[config.mk]
export PLATFORM = sky130hd
export DESIGN_NAME = task_dispatch_selector_unit_flat
export DESIGN_NICKNAME = d
export VERILOG_FILES = /design/src/rtl/tds_pkg.sv /design/src/rtl/tds_if.sv /design/src/rtl/tds_rem.sv /design/src/rtl/tds_ctrl.sv /design/src/rtl/tds_dpath.sv /design/src/rtl/task_dispatch_selector_unit.sv /design/src/flat_wrapper.sv
export SDC_FILE = /design/constraint.sdc
export NUM_CORES = 1
export LEC_CHECK = 0
export ABC_AREA = 1
export BUFFER_PORTS_ARGS = -buffer_cell sky130_fd_sc_hd__buf_2
export CORE_MARGIN = 2
export CORE_UTILIZATION = 45
export CTS_BUF_LIST = sky130_fd_sc_hd__clkbuf_8
export CTS_CLUSTER_DIAMETER = 40
export DETAILED_ROUTE_END_ITERATION = 6
export SETUP_SLACK_MARGIN = 0.4
export SLEW_MARGIN = 15
export SYNTH_ARGS = -nofsm -noshare
export SYNTH_HDL_FRONTEND = slang
export SYNTH_SLANG_ARGS = --single-unit
[constraint.sdc]
create_clock -name clk_i -period 5 [get_ports clk_i]
set_input_delay 1 -clock clk_i [delete_from_list [all_inputs] [get_ports clk_i]]
set_output_delay 1 -clock clk_i [all_outputs]
set_load 0.1 [all_outputs]
[src/rtl/tds_pkg.sv]
`timescale 1ns / 1ps
// Shared constants, types and helpers for the task dispatch selector.
package tds_pkg;

  localparam int MAX_WORKERS   = 16;
  localparam int PLAN_DEPTH    = 16;
  localparam int COUNT_WIDTH   = 16;
  localparam int TASK_ID_WIDTH = 32;

  localparam int WORKER_W   = 4;   // worker index field
  localparam int NCNT_W     = 5;   // worker count 0..16
  localparam int PLAN_IDX_W = 4;
  localparam int PLAN_VAL_W = 4;
  localparam int CFG_IDX_W  = 3;
  localparam int CFG_DATA_W = 64;
  localparam int STATUS_W   = 2;

  // remainder unit: bits folded in per cycle and steps per item
  localparam int REM_BITS  = 4;
  localparam int REM_STEPS = TASK_ID_WIDTH / REM_BITS;
  localparam int REM_CNT_W = $clog2(REM_STEPS);

  typedef enum logic [1:0] {
    SCHED_PLANNED = 2'd0,
    SCHED_RR      = 2'd1,
    SCHED_LEAST   = 2'd2
  } sched_mode_e;

  typedef enum logic [1:0] {
    THR_POOL  = 2'd0,
    THR_PLAN  = 2'd1,
    THR_CONST = 2'd2
  } thread_mode_e;

  typedef enum logic [STATUS_W-1:0] {
    ST_OK        = 2'd0,
    ST_COUNT_ERR = 2'd1,
    ST_IGNORED   = 2'd2
  } status_e;

  typedef enum logic [CFG_IDX_W-1:0] {
    CFG_SCHED_MODE   = 3'd0,
    CFG_THREAD_MODE  = 3'd1,
    CFG_HW_THREADS   = 3'd2,
    CFG_REQ_THREADS  = 3'd3,
    CFG_PLAN_LENGTH  = 3'd4,
    CFG_PLAN_ENTRIES = 3'd5
  } cfg_idx_e;

  typedef enum logic [2:0] {
    S_IDLE,
    S_PSCAN,
    S_NCALC,
    S_ROUTE,
    S_DIV1,
    S_DIV2,
    S_ASCAN,
    S_UPDATE
  } state_e;

  typedef enum logic [1:0] {
    DIV_TID_LEN,
    DIV_TID_N,
    DIV_PV_N
  } div_sel_e;

  typedef enum logic [1:0] {
    W_DONE,
    W_REM,
    W_MIN
  } w_src_e;

  // commands from controller to datapath
  typedef struct packed {
    logic     in_ready;
    logic     load;
    logic     pscan_step;
    logic     ncalc;
    logic     div_start;
    div_sel_e div_sel;
    logic     ascan_clr;
    logic     ascan_step;
    logic     w_load;
    w_src_e   w_src;
    logic     update;
  } ctrl_cmd_t;

  // status from datapath to controller
  typedef struct packed {
    logic in_valid;
    logic plan_active;
    logic pscan_last;
    logic n_zero;
    logic is_done_req;
    logic sched_planned;
    logic sched_rr;
    logic div_done;
    logic ascan_end;
    logic out_free;
  } dp_stat_t;

  // raw planner value v means worker v-1, raw 0 means worker 0
  function automatic logic [PLAN_VAL_W-1:0] plan_value(
    input logic [CFG_DATA_W-1:0] entries,
    input logic [PLAN_IDX_W-1:0] k
  );
    logic [PLAN_VAL_W-1:0] raw;
    raw = entries[k*PLAN_VAL_W +: PLAN_VAL_W];
    return (raw == '0) ? '0 : raw - PLAN_VAL_W'(1);
  endfunction

endpackage

[src/rtl/tds_if.sv]
`timescale 1ns / 1ps
// Request and response channel interfaces of the task dispatch selector.
interface tds_req_if;
  logic                               valid;
  logic                               ready;
  logic                               req_type;
  logic [tds_pkg::TASK_ID_WIDTH-1:0]  task_id;
  logic [tds_pkg::WORKER_W-1:0]       done_worker;

  modport source (output valid, req_type, task_id, done_worker, input ready);
  modport sink   (input valid, req_type, task_id, done_worker, output ready);
endinterface

interface tds_rsp_if;
  logic                           valid;
  logic                           ready;
  logic [tds_pkg::WORKER_W-1:0]   worker;
  logic [tds_pkg::STATUS_W-1:0]   status;
  logic [tds_pkg::COUNT_WIDTH-1:0] pending_after;

  modport source (output valid, worker, status, pending_after, input ready);
  modport sink   (input valid, worker, status, pending_after, output ready);
endinterface

[src/rtl/tds_rem.sv]
`timescale 1ns / 1ps
// Iterative remainder unit: task id modulo a small count, a few bits per cycle.
module tds_rem (
  input  logic                               clk_i,
  input  logic                               rst_ni,
  input  logic                               start_i,
  input  logic [tds_pkg::TASK_ID_WIDTH-1:0]  dividend_i,
  input  logic [tds_pkg::NCNT_W-1:0]         divisor_i,
  output logic [tds_pkg::NCNT_W-1:0]         rem_o,
  output logic                               done_o
);
  import tds_pkg::*;

  logic [TASK_ID_WIDTH-1:0] dvd_q;
  logic [NCNT_W-1:0]        div_q;
  logic [NCNT_W-1:0]        rem_q, rem_d;
  logic [REM_CNT_W-1:0]     cnt_q;
  logic                     busy_q, done_q;

  // fold the next few dividend bits into the partial remainder
  always_comb begin
    rem_d = rem_q;
    for (int j = 0; j < REM_BITS; j++) begin
      rem_d = {rem_d[NCNT_W-2:0], dvd_q[TASK_ID_WIDTH-1-j]};
      if (rem_d >= div_q) begin
        rem_d = rem_d - div_q;
      end
    end
  end

  // step control
  always_ff @(posedge clk_i or negedge rst_ni) begin
    if (!rst_ni) begin
      cnt_q  <= '0;
      busy_q <= 1'b0;
      done_q <= 1'b0;
    end else if (start_i) begin
      cnt_q  <= '0;
      busy_q <= 1'b1;
      done_q <= 1'b0;
    end else if (busy_q) begin
      cnt_q <= cnt_q + REM_CNT_W'(1);
      if (cnt_q == REM_CNT_W'(REM_STEPS - 1)) begin
        busy_q <= 1'b0;
        done_q <= 1'b1;
      end
    end
  end

  // operands and partial remainder
  always_ff @(posedge clk_i) begin
    if (start_i) begin
      dvd_q <= dividend_i;
      div_q <= divisor_i;
      rem_q <= '0;
    end else if (busy_q) begin
      dvd_q <= dvd_q << REM_BITS;
      rem_q <= rem_d;
    end
  end

  assign rem_o  = rem_q;
  assign done_o = done_q;

endmodule

[src/rtl/tds_ctrl.sv]
`timescale 1ns / 1ps
// Sequencing state machine of the task dispatch selector.
module tds_ctrl (
  input  logic                clk_i,
  input  logic                rst_ni,
  input  tds_pkg::dp_stat_t   stat_i,
  output tds_pkg::ctrl_cmd_t  cmd_o
);
  import tds_pkg::*;

  state_e state_q, state_d;

  always_ff @(posedge clk_i or negedge rst_ni) begin
    if (!rst_ni) begin
      state_q <= S_IDLE;
    end else begin
      state_q <= state_d;
    end
  end

  // next state
  always_comb begin
    state_d = state_q;
    unique case (state_q)
      S_IDLE: begin
        if (stat_i.in_valid) begin
          state_d = stat_i.plan_active ? S_PSCAN : S_NCALC;
        end
      end
      S_PSCAN: begin
        if (stat_i.pscan_last) begin
          state_d = S_NCALC;
        end
      end
      S_NCALC: state_d = S_ROUTE;
      S_ROUTE: begin
        priority if (stat_i.n_zero || stat_i.is_done_req) begin
          state_d = S_UPDATE;
        end else if (stat_i.sched_planned || stat_i.sched_rr) begin
          state_d = S_DIV1;
        end else begin
          state_d = S_ASCAN;
        end
      end
      S_DIV1: begin
        if (stat_i.div_done) begin
          state_d = stat_i.sched_planned ? S_DIV2 : S_UPDATE;
        end
      end
      S_DIV2: begin
        if (stat_i.div_done) begin
          state_d = S_UPDATE;
        end
      end
      S_ASCAN: begin
        if (stat_i.ascan_end) begin
          state_d = S_UPDATE;
        end
      end
      S_UPDATE: begin
        if (stat_i.out_free) begin
          state_d = S_IDLE;
        end
      end
      default: state_d = S_IDLE;
    endcase
  end

  // commands
  always_comb begin
    cmd_o         = '0;
    cmd_o.div_sel = DIV_TID_N;
    cmd_o.w_src   = W_DONE;
    unique case (state_q)
      S_IDLE: begin
        cmd_o.in_ready = 1'b1;
        cmd_o.load     = stat_i.in_valid;
      end
      S_PSCAN: cmd_o.pscan_step = 1'b1;
      S_NCALC: cmd_o.ncalc = 1'b1;
      S_ROUTE: begin
        priority if (stat_i.n_zero || stat_i.is_done_req) begin
          cmd_o.w_load = 1'b1;
          cmd_o.w_src  = W_DONE;
        end else if (stat_i.sched_planned) begin
          cmd_o.div_start = 1'b1;
          cmd_o.div_sel   = DIV_TID_LEN;
        end else if (stat_i.sched_rr) begin
          cmd_o.div_start = 1'b1;
          cmd_o.div_sel   = DIV_TID_N;
        end else begin
          cmd_o.ascan_clr = 1'b1;
        end
      end
      S_DIV1: begin
        if (stat_i.div_done) begin
          if (stat_i.sched_planned) begin
            cmd_o.div_start = 1'b1;
            cmd_o.div_sel   = DIV_PV_N;
          end else begin
            cmd_o.w_load = 1'b1;
            cmd_o.w_src  = W_REM;
          end
        end
      end
      S_DIV2: begin
        if (stat_i.div_done) begin
          cmd_o.w_load = 1'b1;
          cmd_o.w_src  = W_REM;
        end
      end
      S_ASCAN: begin
        if (stat_i.ascan_end) begin
          cmd_o.w_load = 1'b1;
          cmd_o.w_src  = W_MIN;
        end else begin
          cmd_o.ascan_step = 1'b1;
        end
      end
      S_UPDATE: cmd_o.update = stat_i.out_free;
      default: ;
    endcase
  end

endmodule

[src/rtl/tds_dpath.sv]
`timescale 1ns / 1ps
// Datapath: settings, pending counters, worker selection and result register.
module tds_dpath (
  input  logic                               clk_i,
  input  logic                               rst_ni,
  input  logic                               cfg_we_i,
  input  logic [tds_pkg::CFG_IDX_W-1:0]      cfg_idx_i,
  input  logic [tds_pkg::CFG_DATA_W-1:0]     cfg_wdata_i,
  tds_req_if.sink                            req,
  tds_rsp_if.source                          rsp,
  input  tds_pkg::ctrl_cmd_t                 cmd_i,
  output tds_pkg::dp_stat_t                  stat_o
);
  import tds_pkg::*;

  // settings
  logic [1:0]            sched_q, thr_q;
  logic [NCNT_W-1:0]     hw_q, rqt_q, plen_q;
  logic [CFG_DATA_W-1:0] plan_q;

  // item and working registers
  logic                     req_type_q;
  logic [TASK_ID_WIDTH-1:0] tid_q;
  logic [WORKER_W-1:0]      dw_q;
  logic [PLAN_IDX_W-1:0]    k_q;
  logic [PLAN_VAL_W-1:0]    mx_q;
  logic [NCNT_W-1:0]        n_q, n_d;
  logic [NCNT_W-1:0]        i_q;
  logic [WORKER_W-1:0]      best_q;
  logic [COUNT_WIDTH-1:0]   bestv_q;
  logic [WORKER_W-1:0]      w_q, w_d;
  logic [COUNT_WIDTH-1:0]   cnt_q [MAX_WORKERS];

  // result register
  logic                     out_valid_q;
  logic [WORKER_W-1:0]      out_worker_q;
  logic [STATUS_W-1:0]      out_status_q;
  logic [COUNT_WIDTH-1:0]   out_pend_q;

  logic [NCNT_W-1:0]        len_eff, hw_eff, mx_inc;
  logic [PLAN_VAL_W-1:0]    pv_scan, pv_rem;
  logic [TASK_ID_WIDTH-1:0] div_dvd;
  logic [NCNT_W-1:0]        div_dsr, rem;
  logic                     div_done;
  logic [WORKER_W-1:0]      rd_idx;
  logic [COUNT_WIDTH-1:0]   rd_val, upd_val;
  logic                     dw_out_of_range, upd_write;
  logic [WORKER_W-1:0]      upd_worker;
  logic [STATUS_W-1:0]      upd_status;
  logic [COUNT_WIDTH-1:0]   upd_pend;
  logic                     out_free;

  // hold settings
  always_ff @(posedge clk_i or negedge rst_ni) begin
    if (!rst_ni) begin
      sched_q <= SCHED_RR;
      thr_q   <= THR_POOL;
      hw_q    <= NCNT_W'(MAX_WORKERS);
      rqt_q   <= NCNT_W'(1);
      plen_q  <= '0;
      plan_q  <= '0;
    end else if (cfg_we_i) begin
      unique case (cfg_idx_i)
        CFG_SCHED_MODE:   sched_q <= cfg_wdata_i[1:0];
        CFG_THREAD_MODE:  thr_q   <= cfg_wdata_i[1:0];
        CFG_HW_THREADS:   hw_q    <= cfg_wdata_i[NCNT_W-1:0];
        CFG_REQ_THREADS:  rqt_q   <= cfg_wdata_i[NCNT_W-1:0];
        CFG_PLAN_LENGTH:  plen_q  <= cfg_wdata_i[NCNT_W-1:0];
        CFG_PLAN_ENTRIES: plan_q  <= cfg_wdata_i;
        default: ;
      endcase
    end
  end

  // clamp plan length and hardware count
  assign len_eff = (plen_q > NCNT_W'(PLAN_DEPTH)) ? NCNT_W'(PLAN_DEPTH) : plen_q;
  always_comb begin
    priority if (hw_q == '0) begin
      hw_eff = NCNT_W'(1);
    end else if (hw_q > NCNT_W'(MAX_WORKERS)) begin
      hw_eff = NCNT_W'(MAX_WORKERS);
    end else begin
      hw_eff = hw_q;
    end
  end

  // worker count from thread mode
  assign mx_inc = {1'b0, mx_q} + NCNT_W'(1);
  always_comb begin
    unique case (thr_q)
      THR_PLAN: begin
        if (len_eff == '0) begin
          n_d = hw_eff;
        end else begin
          n_d = (mx_inc < hw_eff) ? mx_inc : hw_eff;
        end
      end
      THR_CONST: begin
        if (rqt_q == '0) begin
          n_d = '0;
        end else begin
          n_d = (rqt_q < hw_eff) ? rqt_q : hw_eff;
        end
      end
      default: n_d = hw_eff;
    endcase
  end

  assign pv_scan = plan_value(plan_q, k_q);
  assign pv_rem  = plan_value(plan_q, rem[PLAN_IDX_W-1:0]);

  // remainder operands
  always_comb begin
    unique case (cmd_i.div_sel)
      DIV_TID_LEN: begin
        div_dvd = tid_q;
        div_dsr = len_eff;
      end
      DIV_PV_N: begin
        div_dvd = TASK_ID_WIDTH'(pv_rem);
        div_dsr = n_q;
      end
      default: begin
        div_dvd = tid_q;
        div_dsr = n_q;
      end
    endcase
  end

  tds_rem u_rem (
    .clk_i      (clk_i),
    .rst_ni     (rst_ni),
    .start_i    (cmd_i.div_start),
    .dividend_i (div_dvd),
    .divisor_i  (div_dsr),
    .rem_o      (rem),
    .done_o     (div_done)
  );

  // latch item, scan plan, scan counters, pick worker
  always_ff @(posedge clk_i) begin
    if (cmd_i.load) begin
      req_type_q <= req.req_type;
      tid_q      <= req.task_id;
      dw_q       <= req.done_worker;
      k_q        <= '0;
      mx_q       <= '0;
    end
    if (cmd_i.pscan_step) begin
      k_q <= k_q + PLAN_IDX_W'(1);
      if (pv_scan > mx_q) begin
        mx_q <= pv_scan;
      end
    end
    if (cmd_i.ncalc) begin
      n_q <= n_d;
    end
    if (cmd_i.ascan_clr) begin
      i_q     <= NCNT_W'(1);
      best_q  <= '0;
      bestv_q <= cnt_q[0];
    end
    if (cmd_i.ascan_step) begin
      i_q <= i_q + NCNT_W'(1);
      if (rd_val < bestv_q) begin
        best_q  <= i_q[WORKER_W-1:0];
        bestv_q <= rd_val;
      end
    end
    if (cmd_i.w_load) begin
      w_q <= w_d;
    end
  end

  always_comb begin
    unique case (cmd_i.w_src)
      W_REM:   w_d = rem[WORKER_W-1:0];
      W_MIN:   w_d = best_q;
      default: w_d = dw_q;
    endcase
  end

  // counter read port shared by the counter scan and the update
  assign rd_idx = cmd_i.update ? w_q : i_q[WORKER_W-1:0];
  assign rd_val = cnt_q[rd_idx];

  // result and counter update
  assign dw_out_of_range = ({1'b0, dw_q} >= n_q);
  always_comb begin
    upd_write  = 1'b0;
    upd_val    = rd_val;
    upd_worker = w_q;
    upd_status = ST_OK;
    upd_pend   = '0;
    priority if (n_q == '0) begin
      upd_worker = req_type_q ? dw_q : '0;
      upd_status = ST_COUNT_ERR;
    end else if (req_type_q && dw_out_of_range) begin
      upd_status = ST_IGNORED;
    end else if (req_type_q) begin
      upd_write = 1'b1;
      upd_val   = (rd_val != '0) ? rd_val - COUNT_WIDTH'(1) : rd_val;
      upd_pend  = upd_val;
    end else begin
      upd_write = 1'b1;
      upd_val   = (rd_val != '1) ? rd_val + COUNT_WIDTH'(1) : rd_val;
      upd_pend  = upd_val;
    end
  end

  // pending counters
  always_ff @(posedge clk_i or negedge rst_ni) begin
    if (!rst_ni) begin
      for (int j = 0; j < MAX_WORKERS; j++) begin
        cnt_q[j] <= '0;
      end
    end else if (cmd_i.update && upd_write) begin
      cnt_q[w_q] <= upd_val;
    end
  end

  // result register: load on update, drop on transfer
  assign out_free = !out_valid_q || rsp.ready;

  always_ff @(posedge clk_i or negedge rst_ni) begin
    if (!rst_ni) begin
      out_valid_q <= 1'b0;
    end else if (cmd_i.update) begin
      out_valid_q <= 1'b1;
    end else if (rsp.ready) begin
      out_valid_q <= 1'b0;
    end
  end

  always_ff @(posedge clk_i) begin
    if (cmd_i.update) begin
      out_worker_q <= upd_worker;
      out_status_q <= upd_status;
      out_pend_q   <= upd_pend;
    end
  end

  assign req.ready         = cmd_i.in_ready;
  assign rsp.valid         = out_valid_q;
  assign rsp.worker        = out_worker_q;
  assign rsp.status        = out_status_q;
  assign rsp.pending_after = out_pend_q;

  // status to controller
  assign stat_o.in_valid      = req.valid;
  assign stat_o.plan_active   = (thr_q == THR_PLAN) && (len_eff != '0);
  assign stat_o.pscan_last    = ({1'b0, k_q} == len_eff - NCNT_W'(1));
  assign stat_o.n_zero        = (n_q == '0);
  assign stat_o.is_done_req   = req_type_q;
  assign stat_o.sched_planned = (sched_q == SCHED_PLANNED) && (len_eff != '0);
  assign stat_o.sched_rr      = (sched_q == SCHED_PLANNED) || (sched_q == SCHED_RR);
  assign stat_o.div_done      = div_done;
  assign stat_o.ascan_end     = (i_q >= n_q);
  assign stat_o.out_free      = out_free;

endmodule

[src/rtl/task_dispatch_selector_unit.sv]
`timescale 1ns / 1ps
// Top level of the task dispatch selector: controller, datapath, checks.
//
//   channel  dir  handshake          payload
//   req      in   valid / ready      req_type, task_id, done_worker
//   rsp      out  valid / ready      worker, status, pending_after
//   cfg      in   cfg_we_i           cfg_idx_i, cfg_wdata_i
//
// One item at a time. Completion or count error skip the worker search. Round
// robin and planned picks use the remainder unit (4 bits a cycle over a 32-bit
// id, run once or twice). Least loaded scans the counters, one counter read a
// cycle. Plan-derived thread mode first scans the plan entries one at a time.
// Reset clears the pending counters and resets the settings at once; a stalled
// result waits in the output register while the next item is taken.
module task_dispatch_selector_unit (
  input  logic                           clk_i,
  input  logic                           rst_ni,
  input  logic                           cfg_we_i,
  input  logic [tds_pkg::CFG_IDX_W-1:0]  cfg_idx_i,
  input  logic [tds_pkg::CFG_DATA_W-1:0] cfg_wdata_i,
  tds_req_if.sink                        req,
  tds_rsp_if.source                      rsp
);
  import tds_pkg::*;

  ctrl_cmd_t cmd;
  dp_stat_t  stat;

  tds_ctrl u_ctrl (
    .clk_i  (clk_i),
    .rst_ni (rst_ni),
    .stat_i (stat),
    .cmd_o  (cmd)
  );

  tds_dpath u_dpath (
    .clk_i       (clk_i),
    .rst_ni      (rst_ni),
    .cfg_we_i    (cfg_we_i),
    .cfg_idx_i   (cfg_idx_i),
    .cfg_wdata_i (cfg_wdata_i),
    .req         (req),
    .rsp         (rsp),
    .cmd_i       (cmd),
    .stat_o      (stat)
  );

`ifndef SYNTH
  // a result is never written over one still waiting
  a_update_free: assert property (@(posedge clk_i) disable iff (!rst_ni)
    cmd.update |-> stat.out_free)
    else $error("result register overwritten");

  // an accepted item closes the input until it is done
  a_one_item: assert property (@(posedge clk_i) disable iff (!rst_ni)
    (req.valid && req.ready) |=> !req.ready)
    else $error("second item taken while busy");

  // an ignored completion reports no count
  a_ignored_zero: assert property (@(posedge clk_i) disable iff (!rst_ni)
    (rsp.valid && (rsp.status == ST_IGNORED)) |-> (rsp.pending_after == '0))
    else $error("ignored completion with nonzero count");
`endif

endmodule
[src/flat_wrapper.sv]
// flat-port wrapper written by rule: the top's interface ports become plain ports
module task_dispatch_selector_unit_flat import tds_pkg::*;
  (clk_i, rst_ni, cfg_we_i, cfg_idx_i, cfg_wdata_i, req_valid, req_req_type, req_task_id, req_done_worker, req_ready, rsp_valid, rsp_worker, rsp_status, rsp_pending_after, rsp_ready);
  tds_req_if req_i ();
  tds_rsp_if rsp_i ();
  input  logic clk_i;
  input  logic rst_ni;
  input  logic cfg_we_i;
  input  logic [tds_pkg::CFG_IDX_W-1:0] cfg_idx_i;
  input  logic [tds_pkg::CFG_DATA_W-1:0] cfg_wdata_i;
  input wire logic [$bits(req_i.valid)-1:0] req_valid;
  input wire logic [$bits(req_i.req_type)-1:0] req_req_type;
  input wire logic [$bits(req_i.task_id)-1:0] req_task_id;
  input wire logic [$bits(req_i.done_worker)-1:0] req_done_worker;
  output wire logic [$bits(req_i.ready)-1:0] req_ready;
  output wire logic [$bits(rsp_i.valid)-1:0] rsp_valid;
  output wire logic [$bits(rsp_i.worker)-1:0] rsp_worker;
  output wire logic [$bits(rsp_i.status)-1:0] rsp_status;
  output wire logic [$bits(rsp_i.pending_after)-1:0] rsp_pending_after;
  input wire logic [$bits(rsp_i.ready)-1:0] rsp_ready;
  assign req_i.valid = req_valid;
  assign req_i.req_type = req_req_type;
  assign req_i.task_id = req_task_id;
  assign req_i.done_worker = req_done_worker;
  assign req_ready = req_i.ready;
  assign rsp_valid = rsp_i.valid;
  assign rsp_worker = rsp_i.worker;
  assign rsp_status = rsp_i.status;
  assign rsp_pending_after = rsp_i.pending_after;
  assign rsp_i.ready = rsp_ready;
  task_dispatch_selector_unit u_core (.clk_i(clk_i), .rst_ni(rst_ni), .cfg_we_i(cfg_we_i), .cfg_idx_i(cfg_idx_i), .cfg_wdata_i(cfg_wdata_i), .req(req_i), .rsp(rsp_i));
endmodule
==> flow_summary.toml <==
[synth]
ys.flop_type = "dfrtp_1"
ys_types = 52
synth-edff-count = 114
syn_area_sq_um = 27000
yosys_warnings = 0
synth.net_count = 3737
yosysSeqAreaShare_pct = 47.1
synthCells = 3555
synthArstFlopShare_pct = 71.0
syn_avg_cell_area_sq_um = 7.59
ys_ff_latch = 490

[clocking]
clk_path_buf_depth = 3
ctsHtreeMaxLevel = 3
cts_tree = "yes"
cts_made_buffers = 101
cts_hold_buf = 0
clockRootBuffer = "clkbuf_8"
clkSlewWorstSetupHoldPaths_ns = 0.06
cts.sinks = 490
clkLatencyLatePin_ns = 0.72

[worst_setup_path]
critPathTopFamily = "compound AO/OA/AOI/OAI gates"
crit_cells = 33
crit_buf_inv = 8
max_stage_delay_ns = 0.43
reg2reg_to = "u_core.u_dpath.u_rem.rem_o[0]"
reg2reg_slack_ns = -0.07
worst_setup_path_start_kind = "register"
cp.required_ns = 5.57
cp-endpoint = "u_core.u_dpath.u_rem.rem_o[0]"
path_max_fanout = 7
cp_common_cell = "nand2_1"
crit_start = "u_core.u_dpath.u_rem.div_q[2]"
rr_worst_depth = 33
path_class = "register to register"
end_kind = "register"
cp_slowest_cell = "fa_1"
crit_arrival_ns = 5.65
reg2reg_from = "u_core.u_dpath.u_rem.div_q[2]"

[timing]
rsz0062_at_grt = "true"
fmax_mhz = 197
slew_headroom_pct = 30.1
skew_ns = 0.0547
final-setup-viol-count = 4
worst_slack_ns = -0.0730
setup_tns_ns = -0.240
maxSlewViolCount = 0
finalCritPeriodShare_pct = 101
finalHoldViolations = 0
tightest_slew_ns = 1.05
finalCriticalPeriod_ns = 5.07

[final_layout]
multi_input_area_sq_um = 12000
drive_above_1_share_pct = 15.0
finalCoreUtilization_pct = 53.1
layout.area.seq_sq_um = 12700
fillCellCount = 5833
nets = 3944
area_growth_pct = 16.5

[route]
vias = 23881
drc_errors = 0
antenna_left = 0
routed_via_density = 5.17
drtIter0Drc = 2081
wirelength_mm = 82.4
drt-wirelength-per-cell_um = 17.8
drt_pass1_iterations = 5

[status]
outcome = "finished, violations left"
violations = "setup timing"

[die]
die-width_um = 249
die-area_sq_um = 61900
rows = 89
core_area_sq_um = 59100
ios = 133
die_h_um = 249
initial_core_util_pct = 45.6

[global_route]
grt_usage_pct = 26.5
grt_start_max_net_pins = 99
antenna_found_initial = 1
grt_pass1_wl_mm = 129
gr-total-overflow = 0
grt_pass1_vias = 23089

[power]
p_leak_nw = 15.7
power.density_nw_per_um2 = 736
peakVddDrop_mv = 0.477
fin_total_pwr_mw = 23.1

[place]
gp_congestion = 0.922
portBuffers = 132
hpwl_mm = 54.2

[hold_path]
hp-class = "primary input to async pin"

[job]
max_cap_viol_count = 0
[routing by layer]
metal	routed length [um]	track usage [%]	vias to the layer above	share of wire, %
li1	-	-	11776	-
met1	34700	33.4	11179	42
met2	39500	44.7	740	48
met3	5060	5.06	186	6.1
met4	3170	10.7	0	3.8
met5	0	0	-	0
[placed cells by master (no fill, tap or decap), types with 15 or more instances in the layout]
master       n
buf_4      113
o21ai_0    226
nand3_1    360
mux2_2      31
nand2_2     39
nand2_1   1171
nor2_1     220
buf_2      131
inv_1      474
clkinv_2    20
edfxtp_1   114
xor2_1      15
clkbuf_8   120
o21ai_1     35
ha_1        61
nand4_1     19
dfrtp_1    344
buf_12      16
dfxtp_1     27
o221ai_1    17
a21oi_1    121
[registers in the layout, indices dropped and copies added, names as in the netlist, 5 cells and up]
| signal | flops |
|---|---|
| u_core.u_dpath.hw_q | 5 |
| u_core.u_dpath.u_rem.div_q | 5 |
| u_core.u_dpath.n_q | 5 |
| u_core.u_dpath.tid_q | 32 |
| u_core.u_dpath.bestv_q | 16 |
| u_core.u_dpath.plan_q | 64 |
| u_core.u_dpath.i_q | 5 |
| u_core.u_dpath.rsp.pending_after | 16 |
| u_core.u_dpath.plen_q | 5 |
| u_core.u_dpath.rqt_q | 5 |
| u_core.u_dpath.cnt_q | 256 |
| u_core.u_dpath.u_rem.dvd_q | 32 |
[area by class of cell]
cell class,count,area share [%]
inverters,467,5.58
repair buffers,263,5.93
clock inverters,69,1.51
diodes,1,0.00796
clock buffers,120,5.26
flip-flops and latches,490,40.4
multi-input cells,2439,38.2
well taps,773,3.08
[timing repair]
action	in CTS	in global routing
cloned	0	2
pin swaps	13	5
setup buffers	10	10
endpoints found under the setup margin	4	39
gates resized for setup	17	28
[power breakdown]
| part | internal, mW | switching [mW] | leakage [nW] |
|---|---|---|---|
| clock | 2.42 | 1.93 | 1.18 |
| combinational | 4.54 | 8.02 | 8.73 |
| sequential | 5.52 | 0.714 | 5.78 |
[cell families (layout without fill, tap and decap cells)]
family	count (synthesis)	after routing	synth area share, %
xor gates and xnor gates	19	19	0.617
buffers and inverters	628	919	9.64
muxes	31	31	1.29
DFF	490	490	47.1
AOI/OAI and AO/OA	458	460	9.18
other	0	1	0
and+or+nand+nor	1856	1856	28.7
adders and majority gates	73	73	3.50
[worst register-to-register path, delay by kind of cell (launching register included)]
| kind | cells | cell delay, ns |
|---|---|---|
| AOI/OAI and AO/OA | 13 | 2.09 |
| adders and majority gates | 4 | 1.11 |
| buffers and inverters | 8 | 0.82 |
| and+or+nand+nor | 8 | 0.55 |
| DFF | 1 | 0.38 |
[stage by stage]
stage                     hold slack (ns)  setup slack (ns)  area [sq um]  cells
after floorplan                     0.440           -0.0754         27000   3555
after global placement              0.454            -0.337         28900   4410
after detailed placement            0.457            -0.439         28900   4410
after CTS                           0.289            -0.143         31200   4609
after global routing                0.316            -0.482         31400   4622
final                               0.270           -0.0730         31400   4622
[synth_stat cells, drive strengths merged (5+ instances only)]
| cell | n | area share [%] |
|---|---|---|
| o221ai | 17 | 0.55 |
| xor2 | 15 | 0.49 |
| nand4 | 21 | 0.53 |
| nand3b | 5 | 0.14 |
| o211ai | 10 | 0.28 |
| ha | 69 | 3.2 |
| mux2 | 31 | 1.3 |
| a21oi | 125 | 2.3 |
| clkbuf | 76 | 1.1 |
| edfxtp | 114 | 13 |
| dfrtp | 345 | 32 |
| o21ai | 275 | 5.2 |
| dfxtp | 28 | 2.1 |
| nor3 | 11 | 0.20 |
| buf | 85 | 2.1 |
| nand3 | 365 | 6.9 |
| o21a | 8 | 0.22 |
| inv | 465 | 6.5 |
| nor2 | 233 | 3.5 |
| nand2 | 1217 | 17 |
[worst min path at each step]
stage / to / slack (ns)
5_1_grt: u_core.u_dpath.cnt_q[205] / 0.32
4_1_cts: u_core.u_dpath.cnt_q[52] / 0.29
6_report: u_core.u_dpath.cnt_q[205] / 0.27
3_5_place_dp: u_core.u_dpath.cnt_q[28] / 0.46
3_3_place_gp: u_core.u_dpath.cnt_q[157] / 0.45
2_1_floorplan: u_core.u_dpath.cnt_q[199] / 0.44
Note: power is estimated with default switching activity, not from simulation.
